## config.mk

```make
export PLATFORM = sky130hd
export DESIGN_NAME = max_subarray_linear_scan
export DESIGN_NICKNAME = d
export VERILOG_FILES = /design/src/sv/msls_pkg.sv /design/src/sv/max_subarray_linear_scan.sv /design/src/sv/msls_front.sv /design/src/sv/msls_back.sv
export VERILOG_INCLUDE_DIRS = /design/src /design/src/sv
export SDC_FILE = /design/constraint.sdc
export NUM_CORES = 1
export LEC_CHECK = 0
export BUFFER_PORTS_ARGS = -buffer_cell sky130_fd_sc_hd__buf_4
export CORE_MARGIN = 2
export CORE_UTILIZATION = 34
export CTS_CLUSTER_SIZE = 28
export DETAILED_ROUTE_END_ITERATION = 8
export GPL_ROUTABILITY_DRIVEN = 1
export PLACE_DENSITY_LB_ADDON = 0.05
export SLEW_MARGIN = 25
export SYNTH_ARGS = -nofsm -noshare
export SYNTH_HDL_FRONTEND = slang
export SYNTH_HIERARCHICAL = 1
export SYNTH_SLANG_ARGS = --single-unit
export TNS_END_PERCENT = 100
```

## constraint.sdc

```tcl
create_clock -name clk -period 7.44 [get_ports clk]
set_clock_uncertainty 0.1 [all_clocks]
set_input_delay 1.116 -clock clk [delete_from_list [all_inputs] [get_ports clk]]
set_output_delay 1.116 -clock clk [all_outputs]
set_load 0.02 [all_outputs]
```

## src/sv/max_subarray_linear_scan_macros.svh

```systemverilog
// Assertion macros for the max subarray scan block.
// Each takes a label, an antecedent and a consequent; clk and rst_n come from the
// scope of the user.
`ifndef MAX_SUBARRAY_LINEAR_SCAN_MACROS_SVH
`define MAX_SUBARRAY_LINEAR_SCAN_MACROS_SVH

`ifndef SYNTHESIS

`define MSLS_ASSERT_SAME(label, ante, cons) \
  label: assert property (@(posedge clk) disable iff (!rst_n) (ante) |-> (cons)) \
    else $error("msls check failed");

`define MSLS_ASSERT_NEXT(label, ante, cons) \
  label: assert property (@(posedge clk) disable iff (!rst_n) (ante) |=> (cons)) \
    else $error("msls check failed");

`else

`define MSLS_ASSERT_SAME(label, ante, cons)

`define MSLS_ASSERT_NEXT(label, ante, cons)

`endif

`endif

```

## src/sv/msls_pkg.sv

```systemverilog
package msls_pkg;

  localparam int unsigned MAX_LENGTH    = 65536;
  localparam int unsigned ELEMENT_WIDTH = 16;
  localparam int unsigned IDX_W         = $clog2(MAX_LENGTH);
  localparam int unsigned SUM_W         = 32;
  localparam int unsigned ACC_W         = SUM_W + 1;
  localparam int unsigned QUEUE_DEPTH   = 2;
  localparam int unsigned QPTR_W        = $clog2(QUEUE_DEPTH);
  localparam int unsigned QCNT_W        = $clog2(QUEUE_DEPTH + 1);

  typedef logic signed [ELEMENT_WIDTH-1:0] elem_t;
  typedef logic        [IDX_W-1:0]         idx_t;
  typedef logic signed [SUM_W-1:0]         sum_t;
  typedef logic signed [ACC_W-1:0]         acc_t;
  typedef logic        [QPTR_W-1:0]        qptr_t;
  typedef logic        [QCNT_W-1:0]        qcnt_t;

  localparam sum_t SUM_MAX = {1'b0, {(SUM_W-1){1'b1}}};
  localparam sum_t SUM_MIN = {1'b1, {(SUM_W-1){1'b0}}};

  typedef struct packed {
    logic signed [15:0] value;
    logic               last;
  } in_t;

  typedef struct packed {
    logic signed [31:0] best_sum;
    logic        [15:0] start_index;
    logic        [15:0] end_index;
  } out_t;

  // classified element as it waits in the queue
  typedef struct packed {
    elem_t elem;
    logic  last;
  } item_t;

  // handshake between front and back
  typedef struct packed {
    logic  valid;
    item_t item;
  } q_fwd_t;

  function automatic idx_t next_idx(idx_t i);
    return (i == idx_t'(MAX_LENGTH - 1)) ? '0 : i + idx_t'(1);
  endfunction

  function automatic qptr_t next_qptr(qptr_t p);
    return (p == qptr_t'(QUEUE_DEPTH - 1)) ? '0 : p + qptr_t'(1);
  endfunction

endpackage

```

## src/sv/max_subarray_linear_scan.sv

```systemverilog
// Streaming maximum-subarray (Kadane) scan. Elements arrive one per beat on the in_ channel,
// the final element of an array flagged by last; one result beat (best sum, first and last
// index of the earliest best run) follows each last beat, after which the scan starts afresh.
// Sustained rate is one element per clock unless a last beat waits on a stalled result: the
// scan stage does one 33-bit add, a saturate and a compare per cycle. A two-entry queue sits
// between the input and scan stages; a result is registered when the scan stage takes its
// last element from the queue. A stalled result holds back the next last beat and all behind
// it. Indices wrap at MAX_LENGTH; the sum saturates at the largest positive 32-bit value.
`include "max_subarray_linear_scan_macros.svh"

module max_subarray_linear_scan (
  input  logic           clk,
  input  logic           rst_n,
  input  logic           in_valid,
  output logic           in_ready,
  input  msls_pkg::in_t  in_data,
  output logic           out_valid,
  input  logic           out_ready,
  output msls_pkg::out_t out_data
);

  msls_pkg::q_fwd_t q_fwd;
  logic             q_ready;

  msls_front u_front (
    .clk      (clk),
    .rst_n    (rst_n),
    .in_valid (in_valid),
    .in_ready (in_ready),
    .in_data  (in_data),
    .q_fwd    (q_fwd),
    .q_ready  (q_ready)
  );

  msls_back u_back (
    .clk       (clk),
    .rst_n     (rst_n),
    .q_fwd     (q_fwd),
    .q_ready   (q_ready),
    .out_valid (out_valid),
    .out_ready (out_ready),
    .out_data  (out_data)
  );

  // a full queue always offers a beat to the scan stage
  `MSLS_ASSERT_SAME(a_full_has_data, !in_ready, q_fwd.valid)
  // a beat pushed without a pop leaves the queue non-empty
  `MSLS_ASSERT_NEXT(a_push_visible, in_valid && in_ready && !(q_fwd.valid && q_ready),
                    q_fwd.valid)
  // a taken last beat always yields a result beat
  `MSLS_ASSERT_NEXT(a_last_gives_result, q_fwd.valid && q_ready && q_fwd.item.last, out_valid)
  // ordinary elements flow past a stalled result
  `MSLS_ASSERT_SAME(a_nonlast_flows, q_fwd.valid && !q_fwd.item.last, q_ready)

endmodule

```

## src/sv/msls_front.sv

```systemverilog
module msls_front (
  input  logic             clk,
  input  logic             rst_n,
  input  logic             in_valid,
  output logic             in_ready,
  input  msls_pkg::in_t    in_data,
  output msls_pkg::q_fwd_t q_fwd,
  input  logic             q_ready
);

  msls_pkg::item_t ent_r [msls_pkg::QUEUE_DEPTH];
  msls_pkg::qptr_t wr_ptr_r, wr_ptr_nxt;
  msls_pkg::qptr_t rd_ptr_r, rd_ptr_nxt;
  msls_pkg::qcnt_t cnt_r, cnt_nxt;
  msls_pkg::item_t cls_item;
  logic            push, pop;

  // keep only the low element bits, sign taken from the top one of them
  always_comb begin
    cls_item.elem = msls_pkg::elem_t'(in_data.value[msls_pkg::ELEMENT_WIDTH-1:0]);
    cls_item.last = in_data.last;
  end

  assign in_ready    = (cnt_r != msls_pkg::qcnt_t'(msls_pkg::QUEUE_DEPTH));
  assign q_fwd.valid = (cnt_r != '0);
  assign q_fwd.item  = ent_r[rd_ptr_r];
  assign push        = in_valid && in_ready;
  assign pop         = q_fwd.valid && q_ready;

  always_comb begin
    wr_ptr_nxt = push ? msls_pkg::next_qptr(wr_ptr_r) : wr_ptr_r;
    rd_ptr_nxt = pop  ? msls_pkg::next_qptr(rd_ptr_r) : rd_ptr_r;
    cnt_nxt    = cnt_r;
    if (push && !pop) begin
      cnt_nxt = cnt_r + msls_pkg::qcnt_t'(1);
    end else if (pop && !push) begin
      cnt_nxt = cnt_r - msls_pkg::qcnt_t'(1);
    end
  end

  always_ff @(posedge clk) begin
    if (!rst_n) begin
      wr_ptr_r <= '0;
      rd_ptr_r <= '0;
      cnt_r    <= '0;
    end else begin
      wr_ptr_r <= wr_ptr_nxt;
      rd_ptr_r <= rd_ptr_nxt;
      cnt_r    <= cnt_nxt;
    end
  end

  always_ff @(posedge clk) begin
    if (push) begin
      ent_r[wr_ptr_r] <= cls_item;
    end
  end

endmodule

```

## src/sv/msls_back.sv

```systemverilog
module msls_back (
  input  logic             clk,
  input  logic             rst_n,
  input  msls_pkg::q_fwd_t q_fwd,
  output logic             q_ready,
  output logic             out_valid,
  input  logic             out_ready,
  output msls_pkg::out_t   out_data
);

  msls_pkg::sum_t run_sum_r, run_sum_nxt;
  msls_pkg::idx_t run_start_r, run_start_nxt;
  msls_pkg::sum_t best_r, best_nxt;
  msls_pkg::idx_t best_start_r, best_start_nxt;
  msls_pkg::idx_t best_end_r, best_end_nxt;
  msls_pkg::idx_t pos_r, pos_nxt;
  logic           out_valid_r, out_valid_nxt;
  msls_pkg::out_t out_data_r;

  msls_pkg::acc_t acc;
  msls_pkg::sum_t sum_sat;
  logic           take, better;
  msls_pkg::sum_t upd_best;
  msls_pkg::idx_t upd_start, upd_end;

  // a non-last beat never touches the output register, so it may pass a held result
  assign q_ready = !q_fwd.item.last || !out_valid_r || out_ready;
  assign take    = q_fwd.valid && q_ready;

  always_comb begin
    // running sum is never negative here, so only the top end can overflow
    acc     = msls_pkg::acc_t'(run_sum_r) + msls_pkg::acc_t'(q_fwd.item.elem);
    sum_sat = (acc > msls_pkg::acc_t'(msls_pkg::SUM_MAX)) ? msls_pkg::SUM_MAX
                                                          : msls_pkg::sum_t'(acc);
    better    = (sum_sat > best_r);
    upd_best  = better ? sum_sat     : best_r;
    upd_start = better ? run_start_r : best_start_r;
    upd_end   = better ? pos_r       : best_end_r;

    run_sum_nxt    = run_sum_r;
    run_start_nxt  = run_start_r;
    best_nxt       = best_r;
    best_start_nxt = best_start_r;
    best_end_nxt   = best_end_r;
    pos_nxt        = pos_r;
    out_valid_nxt  = out_valid_r && !out_ready;

    if (take) begin
      if (q_fwd.item.last) begin
        run_sum_nxt    = '0;
        run_start_nxt  = '0;
        best_nxt       = msls_pkg::SUM_MIN;
        best_start_nxt = '0;
        best_end_nxt   = '0;
        pos_nxt        = '0;
        out_valid_nxt  = 1'b1;
      end else begin
        best_nxt       = upd_best;
        best_start_nxt = upd_start;
        best_end_nxt   = upd_end;
        pos_nxt        = msls_pkg::next_idx(pos_r);
        if (sum_sat[msls_pkg::SUM_W-1]) begin
          run_sum_nxt   = '0;
          run_start_nxt = msls_pkg::next_idx(pos_r);
        end else begin
          run_sum_nxt   = sum_sat;
        end
      end
    end
  end

  always_ff @(posedge clk) begin
    if (!rst_n) begin
      run_sum_r    <= '0;
      run_start_r  <= '0;
      best_r       <= msls_pkg::SUM_MIN;
      best_start_r <= '0;
      best_end_r   <= '0;
      pos_r        <= '0;
      out_valid_r  <= 1'b0;
    end else begin
      run_sum_r    <= run_sum_nxt;
      run_start_r  <= run_start_nxt;
      best_r       <= best_nxt;
      best_start_r <= best_start_nxt;
      best_end_r   <= best_end_nxt;
      pos_r        <= pos_nxt;
      out_valid_r  <= out_valid_nxt;
    end
  end

  always_ff @(posedge clk) begin
    if (take && q_fwd.item.last) begin
      out_data_r.best_sum    <= 32'(upd_best);
      out_data_r.start_index <= 16'(upd_start);
      out_data_r.end_index   <= 16'(upd_end);
    end
  end

  assign out_valid = out_valid_r;
  assign out_data  = out_data_r;

endmodule

```

==> results of run 1 <==
==> final timing paths <==
path,cells past startpoint,from,endpoint
worst max register to register,21,flop,u_back/out_data[20]
worst min-delay path,2,u_back/run_sum_r[0],u_back/run_sum_r[0]
worst min register to register,2,u_back/run_sum_r[0],u_back/run_sum_r[0]
worst max-delay path,21,flop,u_back/out_data[20]
==> per-layer routing <==
layer	up-vias	part of all wire	global-route usage
met1	4148	0.47	0.211
met2	115	0.48	0.281
li1	4404	-	-
met3	40	0.033	0.0240
met4	0	0.018	0.0339
met5	-	0	0
==> worst max-delay path, cell delays in order (launching register included) <==
cell      delay, ns
dfxtp_1        0.36
buf_4          0.17
mux2_2         0.36
ha_1           0.31
a211oi_1       0.36
o211ai_1       0.24
nand4b_1       0.25
nand3_2        0.15
a32o_2         0.34
and3_4         0.39
nor3_4         0.33
inv_1          0.07
ha_1           0.29
nand4_1        0.13
nor3_1         0.36
nand3_1        0.29
nor4_1         0.26
buf_4          0.18
a21oi_1        0.10
o21ai_4        0.19
buf_12         0.26
mux2_2         0.37
==> power by group through the flow <==
stage          logic (mW)  clock network, mW  registers, mW
5_1_grt              3.30               1.36           1.84
4_1_cts              2.98               1.31           1.82
2_1_floorplan        1.94                  0           1.95
6_report             2.92               1.26           1.81
3_5_place_dp         2.97                  0           1.84
3_3_place_gp         2.99                  0           1.85
==> state kept, by name, indices dropped and copies added, names as in the netlist, named ones only <==
name and cells:
u_back/run_sum_r 31, u_back/run_start_r 16, u_front/rd_ptr_r 1, u_back/pos_r 16
u_back/out_valid 1, u_back/best_r 32, u_front/ent_r 34, u_front/wr_ptr_r 1
u_back/best_start_r 16, u_back/best_end_r 16, u_back/out_data 64, u_front/cnt_r 2
==> layout make-up <==
cell class / count / area [um^2] / share of cell area
clock buffers: 35 / 736 / 0.0519
clock inverters: 14 / 96.3 / 0.00680
inverters: 76 / 285 / 0.0201
multi-input cells: 806 / 5990 / 0.422
flip-flops and latches: 231 / 5610 / 0.395
well taps: 461 / 577 / 0.0407
repair buffers: 109 / 888 / 0.0627
==> cell usage in the layout (no fill, tap or decap), types with 11 or more instances in the layout <==
cell type,Yosys,routed
o21ai_2,22,21
buf_4,4,102
edfxtp_1,98,98
a21o_1,19,18
xnor2_1,25,25
nor2_1,28,28
clkbuf_16,0,27
a21boi_0,11,11
nand2_1,146,146
and2_1,21,21
mux2i_1,19,19
nor3_2,13,13
inv_1,75,74
nand3_1,27,27
dfxtp_1,133,133
ha_1,66,66
o21ai_0,40,40
o21ai_1,42,42
mux2_2,48,48
o2bb2ai_1,29,29
nor3_4,18,18
a22o_1,34,34
a21oi_1,43,43
xor2_1,15,15
==> logic make-up after synthesis <==
kind of cell             Yosys count  share of synthesized area
AO/OA/AOI/OAI                    304                      0.178
multiplexers                      67                     0.0597
buffers and inverters            145                     0.0532
adder cells (fa/ha/maj)           67                     0.0692
flip-flops                       231                      0.458
XOR/XNOR                          40                     0.0286
AND/OR/NAND/NOR                  328                      0.153
==> impl_metrics.tcl, run 1 <==
set metrics [dict create \
    status "finished, final reports clean" \
    pwr-share-clk 0.211 \
    synth_cell_types 78 \
    synthCells 1182 \
    yosysWarnings 6 \
    tritoncts "done" \
    finalCriticalPeriod_ns 6.18 \
    final_util 0.399 \
    critPathArrivalTime_ns 6.36 \
    die_width_um 194 \
    relSlewSlack 0.410 \
    synth_fp_nets 1270 \
    rsz0062_at_grt "false" \
    yosys-top-cells-area "edfxtp_1 (24%), dfxtp_1 (22%), ha_1 (6.8%)" \
    p_total_mw 6.00 \
    switching_share 0.413 \
    area_growth_pct 15.9 \
    initial_core_util 0.345 \
    timing_hold_violations_final 0 \
    num_vias 8707 \
    combPwrFrac 0.487 \
    final_area_mm2 0.0142 \
    clock-root-buffer "clkbuf_16" \
    h-tree-depth 1 \
    grt_use_total 0.161 \
    place_hpwl_um 21300 \
    drive_gt1_frac 0.217 \
    ys_async_sr_fraction 0 \
    drt.antenna.violating_nets 0 \
    core.rowCount 69 \
    cts_hold_buffers 0 \
    yosysTopAreaCell "edfxtp_1" \
    place_ws_ns 1.19 \
    gp_congestion 0.788 \
    fillers 3519 \
    grt-ovfl-total 0 \
    die_h_um 194 \
    reg2reg_slack_ns 1.26 \
    drv_cap 0 \
    power_density_mw_per_mm2 423 \
    clock_latency_ns 0.55 \
    via_per_inst 5.03 \
    synthFlopType "dfxtp_1" \
    cts_buffers 27 \
    ir_drop_mv 0.212 \
    pwr-share-seq 0.302 \
    wl_per_cell_um 17.6 \
    netlist.area_leader.share 0.241 \
    p_int_mw 3.52 \
    design.core.area_mm2 0.0355 \
    final.setup.tns_ns 0 \
    n_antenna_cell 0 \
    grt_first_pass_wirelength_um 48700 \
    worstHoldPathType "flop to flop" \
    dieArea_mm2 0.0375 \
    clock.fmax_ghz 0.162 \
    critical_path_class "flop to flop" \
    tightestPinTransition_ns 0.885 \
    placed_cells 1682 \
    stdcell_count 1732 \
    p_switching_mw 2.48 \
    synth_area_per_cell_um2 10.3 \
    clock_path_buffers 3 \
    syn_area_mm2 0.0122 \
    yosysMostFrequentCell "nand2_1" \
    placed_cell_area_mm2 0.0133 \
    fin_hold_ws_ns 0.359 \
    layout_setup_ws_ns 1.26 \
    synth-seq-cells 231 \
    ys_seq_area_frac 0.458 \
    synth_edf_count 98 \
    routed_wl_um 30500 \
    io_pins 87 \
    drtIter0Drc 393 \
    portBuffers 86 \
    p_leak_nw 5.56 \
    finalSetupViolations 0 \
    crit_path_max_fanout 39 \
    setup.worst_path.end_class "flop" \
    worstPathRequired_ns 7.62 \
    path_clk_slew_ns 0.06 \
    cp-start-kind "flop" \
    firstDrtPassIters 4 \
    yosys-top-cells-count "nand2_1 (146), dfxtp_1 (133), edfxtp_1 (98), inv_1 (75), ha_1 (66)" \
    cts.repair.resized 0 \
    grt_max_degree 65 \
    min_period_over_period 0.831 \
    cts.sinks 231 \
    final_nets 1339 \
    final_max_slew_viol_count 0 \
    post-cts-setup-buffers 0 \
    grt_pass1_vias 8599 \
    antenna_found_initial 0 \
    drc_errors 0 \
]
Power figures use the tool's default switching activity.
==> inputs of run 2 (changes only) <==
Clock period 7.44 ns to 5.4 ns, I/O delays scaled along.
==> impl_metrics.tcl, run 2 (same netlist as run 1, synthesis figures left out) <==
set metrics [dict create \
    grt-ovfl-total 0 \
    critPathArrivalTime_ns 5.84 \
    holdPathStages 2 \
    stdcell_count 1935 \
    clock-root-buffer "clkbuf_16" \
    wl_per_cell_um 18.1 \
    routed_wl_um 35000 \
    switching_share 0.392 \
    clock_latency_ns 0.54 \
    drc_errors 0 \
    combPwrFrac 0.584 \
    drv_cap 0 \
    num_vias 9732 \
    h-tree-depth 1 \
    final_nets 1541 \
    rsz0062_at_grt "true" \
    register_area_mm2 0.00561 \
    dieArea_mm2 0.0375 \
    io_pins 87 \
    clock.fmax_ghz 0.183 \
    clock_path_buffers 3 \
    cts.sinks 231 \
    fillers 3369 \
    initial_core_util 0.345 \
    fin_hold_ws_ns 0.361 \
    cts_buffers 27 \
    critical_path_class "flop to flop" \
    grt_first_pass_wirelength_um 54100 \
    area_growth_pct 39.0 \
    final_cell_mix "buf_4 (264), nand2_1 (132), dfxtp_1 (132), edfxtp_1 (98), inv_1 (73)" \
    drive_gt1_frac 0.385 \
    p_leak_nw 7.00 \
    crit_path_max_fanout 10 \
    path_clk_slew_ns 0.06 \
    relSlewSlack 0.412 \
    tightestPinTransition_ns 0.882 \
    ir_drop_mv 0.318 \
    die_width_um 194 \
    place_hpwl_um 23800 \
    power_density_mw_per_mm2 626 \
    finalSetupViolations 34 \
    grt_pass1_vias 9605 \
    r2r.worst_path.cells 27 \
    pwr-share-clk 0.180 \
    layout_commonest_cell "buf_4" \
    worstHoldPathType "flop to flop" \
    cts_hold_buffers 0 \
    gp_congestion 0.808 \
    via_per_inst 5.03 \
    grt_max_degree 60 \
    drtIter0Drc 509 \
    drt.antenna.violating_nets 0 \
    finalCriticalPeriod_ns 5.45 \
    layout_setup_ws_ns -0.0526 \
    timing_hold_violations_final 0 \
    portBuffers 86 \
    core.rowCount 69 \
    worstPathRequired_ns 5.79 \
    firstDrtPassIters 5 \
    p_int_mw 6.48 \
    placed_cells 1833 \
    violations "setup timing" \
    final_max_slew_viol_count 0 \
    pwr-share-seq 0.236 \
    tritoncts "done" \
    min_period_over_period 1.01 \
    setup.worst_path.end_class "flop" \
    die_h_um 194 \
    largest_reg_flops 64 \
    design.core.area_mm2 0.0355 \
    status "finished with violations" \
    grt_use_total 0.181 \
    multi_input_area_mm2 0.00679 \
    p_switching_mw 4.17 \
    cp-start-kind "flop" \
    antenna_found_initial 0 \
]
[run 2: repair_timing]
| item | 4_1_cts | 5_1_grt |
|---|---|---|
| setup endpoints to repair | 128 | 128 |
| gates resized for setup | 93 | 95 |
| cloned | 4 | 9 |
| setup buffers | 28 | 13 |
| pin swaps | 17 | 23 |
[run 2: final cells by class]
cell class | instances | area share
repair buffers | 310 | 0.166
clock inverters | 13 | 0.0114
diodes | 1 | 0.000147
flip-flops and latches | 231 | 0.330
multi-input cells | 807 | 0.400
clock buffers | 36 | 0.0429
inverters | 76 | 0.0168
well taps | 461 | 0.0339
[run 2: per-stage QoR]
stage	worst slack [ns]	utilization	total power, mW	setup TNS, ns	cell area (um^2)
after global placement	-0.424	0.411	7.51	-42.64	14600
final	-0.0526	0.479	10.7	-0.995	17000
after global routing	-0.256	0.479	11.4	-16.77	17000
after CTS	-0.0193	0.460	10.1	-0.332	16300
after detailed placement	-0.484	0.411	7.50	-49.93	14600
after floorplan	-0.104	-	5.37	-2.31	12200
[run 2: per-layer routing]
layer  GRT usage  routed length (um)
met4      0.0387                 574
met1       0.236               15900
met2       0.319               17400
met3      0.0231                1070
met5           0                   0
[run 2: power by group through the flow]
stage	logic [mW]	registers, mW	clock network (mW)
2_1_floorplan	2.68	2.69	0
3_3_place_gp	4.98	2.53	0
3_5_place_dp	4.97	2.53	0
4_1_cts	5.62	2.51	1.98
5_1_grt	6.79	2.56	2.04
6_report	6.22	2.52	1.91
[run 2: worst max-delay path, stage by stage (launching register included)]
cell and delay [ns]:
dfxtp_2 0.32, buf_12 0.15, mux2_4 0.22, ha_4 0.14, inv_2 0.04, fa_2 0.34, nand2b_4 0.15, a21o_4 0.24
a211o_1 0.34, a21oi_4 0.17, o32ai_4 0.13, and3_4 0.25, buf_12 0.15, buf_8 0.12, nor4_4 0.33, inv_2 0.10
ha_4 0.30, nand3_4 0.08, nor3_4 0.14, o21ai_1 0.10, o211ai_1 0.45, o21ai_4 0.14, buf_6 0.16, clkbuf_16 0.16
nor2b_4 0.13, buf_12 0.15, clkbuf_16 0.16, a22o_1 0.12
[run 2: final timing paths]
check,start,end,slack (ns)
hold / removal,u_back/run_sum_r[28],u_back/run_sum_r[28],0.36
setup / recovery,flop,u_back/best_start_r[3],-0.05
hold reg to reg,u_back/run_sum_r[28],u_back/run_sum_r[28],0.36
setup reg to reg,flop,u_back/best_start_r[3],-0.05
==> inputs of run 3 (changes only) <==
Settings changed: CORE_ASPECT_RATIO set to 0.9, SYNTH_HIERARCHICAL 1 to not set.
==> impl_metrics.tcl, run 3 <==
set metrics [dict create \
    status "finished with violations" \
    violations "setup timing" \
    power_density_mw_per_mm2 770 \
    slowest_stage "or4b_1" \
    min_period_over_period 1.04 \
    ys_seq_area_frac 0.487 \
    crit_path_max_fanout 15 \
    p_switching_mw 5.13 \
    worstHoldPathType "input pin to flop" \
    final_nets 1469 \
    yosys-top-cells-count "dfxtp_1 (133), edfxtp_1 (98), nor2_1 (91), o21ai_0 (85), nand2_1 (84)" \
    initial_core_util 0.348 \
    final.setup.tns_ns -20.20 \
    die_width_um 198 \
    firstDrtPassIters 5 \
    synth_area_per_cell_um2 10.3 \
    highest_layer "met4" \
    r2r.worst_path.cells 28 \
    clock-root-buffer "clkbuf_16" \
    wl_met2_um 13700 \
    final_cell_mix "buf_4 (266), dfxtp_1 (132), edfxtp_1 (98), nand2_1 (78), nor2_1 (75)" \
    fin_hold_ws_ns 0.344 \
    yosysTopAreaCell "edfxtp_1" \
    wl_met3_um 1250 \
    cp_num_cells 28 \
    finalCriticalPeriod_ns 5.63 \
    final_max_slew_viol_count 0 \
    drive_gt1_frac 0.380 \
    yosysMostFrequentCell "dfxtp_1" \
    io_pins 87 \
    largest_reg_flops 64 \
    yosysWarnings 0 \
    timing_hold_violations_final 0 \
    clock_path_buffers 3 \
    n_antenna_cell 0 \
    p_int_mw 7.27 \
    antenna_found_initial 0 \
    relSlewSlack 0.190 \
    p_total_mw 12.4 \
    r2r_end "u_back.best_r[28]" \
    routed_wl_um 34400 \
    pwr-share-clk 0.144 \
    tritoncts "done" \
    critPathArrivalTime_ns 5.97 \
    pwr-share-seq 0.234 \
    tightestPinTransition_ns 1.21 \
    drc_errors 0 \
    gp_congestion 0.913 \
    wl_per_cell_um 18.9 \
    drtIter0Drc 496 \
    grt_first_pass_wirelength_um 50300 \
    clock_latency_ns 0.55 \
    dieArea_mm2 0.0353 \
    synthFlopType "dfxtp_1" \
    synth_edf_count 98 \
    grt-ovfl-total 0 \
    rsz0062_at_grt "true" \
    drv_cap 0 \
    critical-path-max-stage-delay_ns 0.45 \
    p_leak_nw 6.49 \
    portBuffers 86 \
    final_area_mm2 0.0161 \
    synth_fp_nets 1208 \
    place_hpwl_um 24500 \
    cp-start-kind "flop" \
    setup.worst_path.end_class "flop" \
    synth-seq-cells 231 \
    grt_max_degree 86 \
    drt.antenna.violating_nets 0 \
    area_growth_pct 40.0 \
    ir_drop_mv 0.310 \
    finalSetupViolations 124 \
    cts_buffers 26 \
    placed_cell_area_mm2 0.0142 \
    core.rowCount 63 \
    ys_async_sr_fraction 0 \
    cts.sinks 231 \
    design.core.area_mm2 0.0331 \
    clock.fmax_ghz 0.178 \
    combPwrFrac 0.621 \
    worstPathRequired_ns 5.75 \
    wl_met1_um 19000 \
    netlist.area_leader.share 0.256 \
    synthCells 1120 \
    cpLargestDelayFamily "simple AND/OR/NAND/NOR gates" \
    layout_commonest_cell "buf_4" \
    switching_share 0.414 \
    via_per_inst 5.07 \
    die_h_um 179 \
    path_clk_slew_ns 0.07 \
    num_vias 9247 \
    yosys-top-cells-area "edfxtp_1 (26%), dfxtp_1 (23%), ha_1 (7.2%)" \
    reg2reg_slack_ns -0.23 \
    critical_path_class "flop to flop" \
    synth_cell_types 80 \
    syn_area_mm2 0.0115 \
    grt_pass1_vias 8552 \
    path_buf_inv 8 \
    layout_setup_ws_ns -0.227 \
    grt_use_total 0.185 \
    endpoint "u_back.best_r[28]" \
    h-tree-depth 1 \
]
run 3: cell count changes in the layout (fill, tap and decap cells not counted), moves of 22 or more:
cell      delta
o21ai_2     -22
nor2_1      +47
a211oi_1    +22
nand2_1     -54
nor3_4      -22
o21ai_0     +24
run 3: cell families (layout without fill, tap and decap cells):
group                      after synthesis  after routing  share of synthesized area
AOI/OAI and AO/OA                      305            305                      0.186
buffers and inverters                  136            417                     0.0497
and+or+nand+nor                        279            279                      0.113
adders and majority gates               67             67                     0.0735
muxes                                   58             58                     0.0576
xor gates and xnor gates                44             44                     0.0335
DFF                                    231            231                      0.487
run 3: power groups by stage:
| stage | clock network, mW | logic (mW) | registers, mW |
|---|---|---|---|
| 3_5_place_dp | 0 | 6.59 | 2.91 |
| 2_1_floorplan | 0 | 3.52 | 3.09 |
| 5_1_grt | 1.92 | 8.35 | 2.97 |
| 3_3_place_gp | 0 | 6.58 | 2.91 |
| 6_report | 1.79 | 7.70 | 2.91 |
| 4_1_cts | 1.85 | 6.65 | 2.88 |
run 3: metal layers:
layer,vias up,GRT usage
li1,4620,-
met2,159,0.244
met3,38,0.0276
met1,4430,0.307
met4,0,0.0335
met5,-,0
run 3: how the worst min path moves through the flow:
stage	from	end	slack [ns]	cells past startpoint
5_1_grt	in_data[11]	u_front.ent_r[1][11]	0.32	1
3_5_place_dp	u_back.best_end_r[15]	u_back.best_end_r[15]	0.36	1
4_1_cts	in_data[2]	u_front.ent_r[1][2]	0.31	1
3_3_place_gp	u_back.best_end_r[15]	u_back.best_end_r[15]	0.35	1
2_1_floorplan	u_back.best_end_r[15]	u_back.best_end_r[15]	0.34	1
6_report	in_data[2]	u_front.ent_r[1][2]	0.34	1
run 3: stage by stage:
| stage | util | cells | setup WS (ns) |
|---|---|---|---|
| after floorplan | - | 1120 | -0.0187 |
| final | 0.487 | 1823 | -0.227 |
| after global placement | 0.430 | 1752 | -0.450 |
| after global routing | 0.487 | 1823 | -0.467 |
| after CTS | 0.457 | 1800 | -0.263 |
| after detailed placement | 0.430 | 1752 | -0.475 |
run 3: final cells by class:
type,instances,area (um^2)
Clock buffer,26,651
Multi-Input combinational cell,753,6230
Sequential cell,231,5610
Tap cell,422,528
Inverter,71,272
Clock inverter,22,208
Timing Repair Buffer,298,2610
Fill cell,3088,17000
run 3: timing repair:
action                                 in CTS  in global routing
pin swaps                                   1                 20
hold buffers                                0                  0
setup endpoints to repair                 128                128
buffers inserted                            0                 14
endpoints found under the hold margin       0                  0
gates cloned                                0                  9
gates resized for setup                    12                158
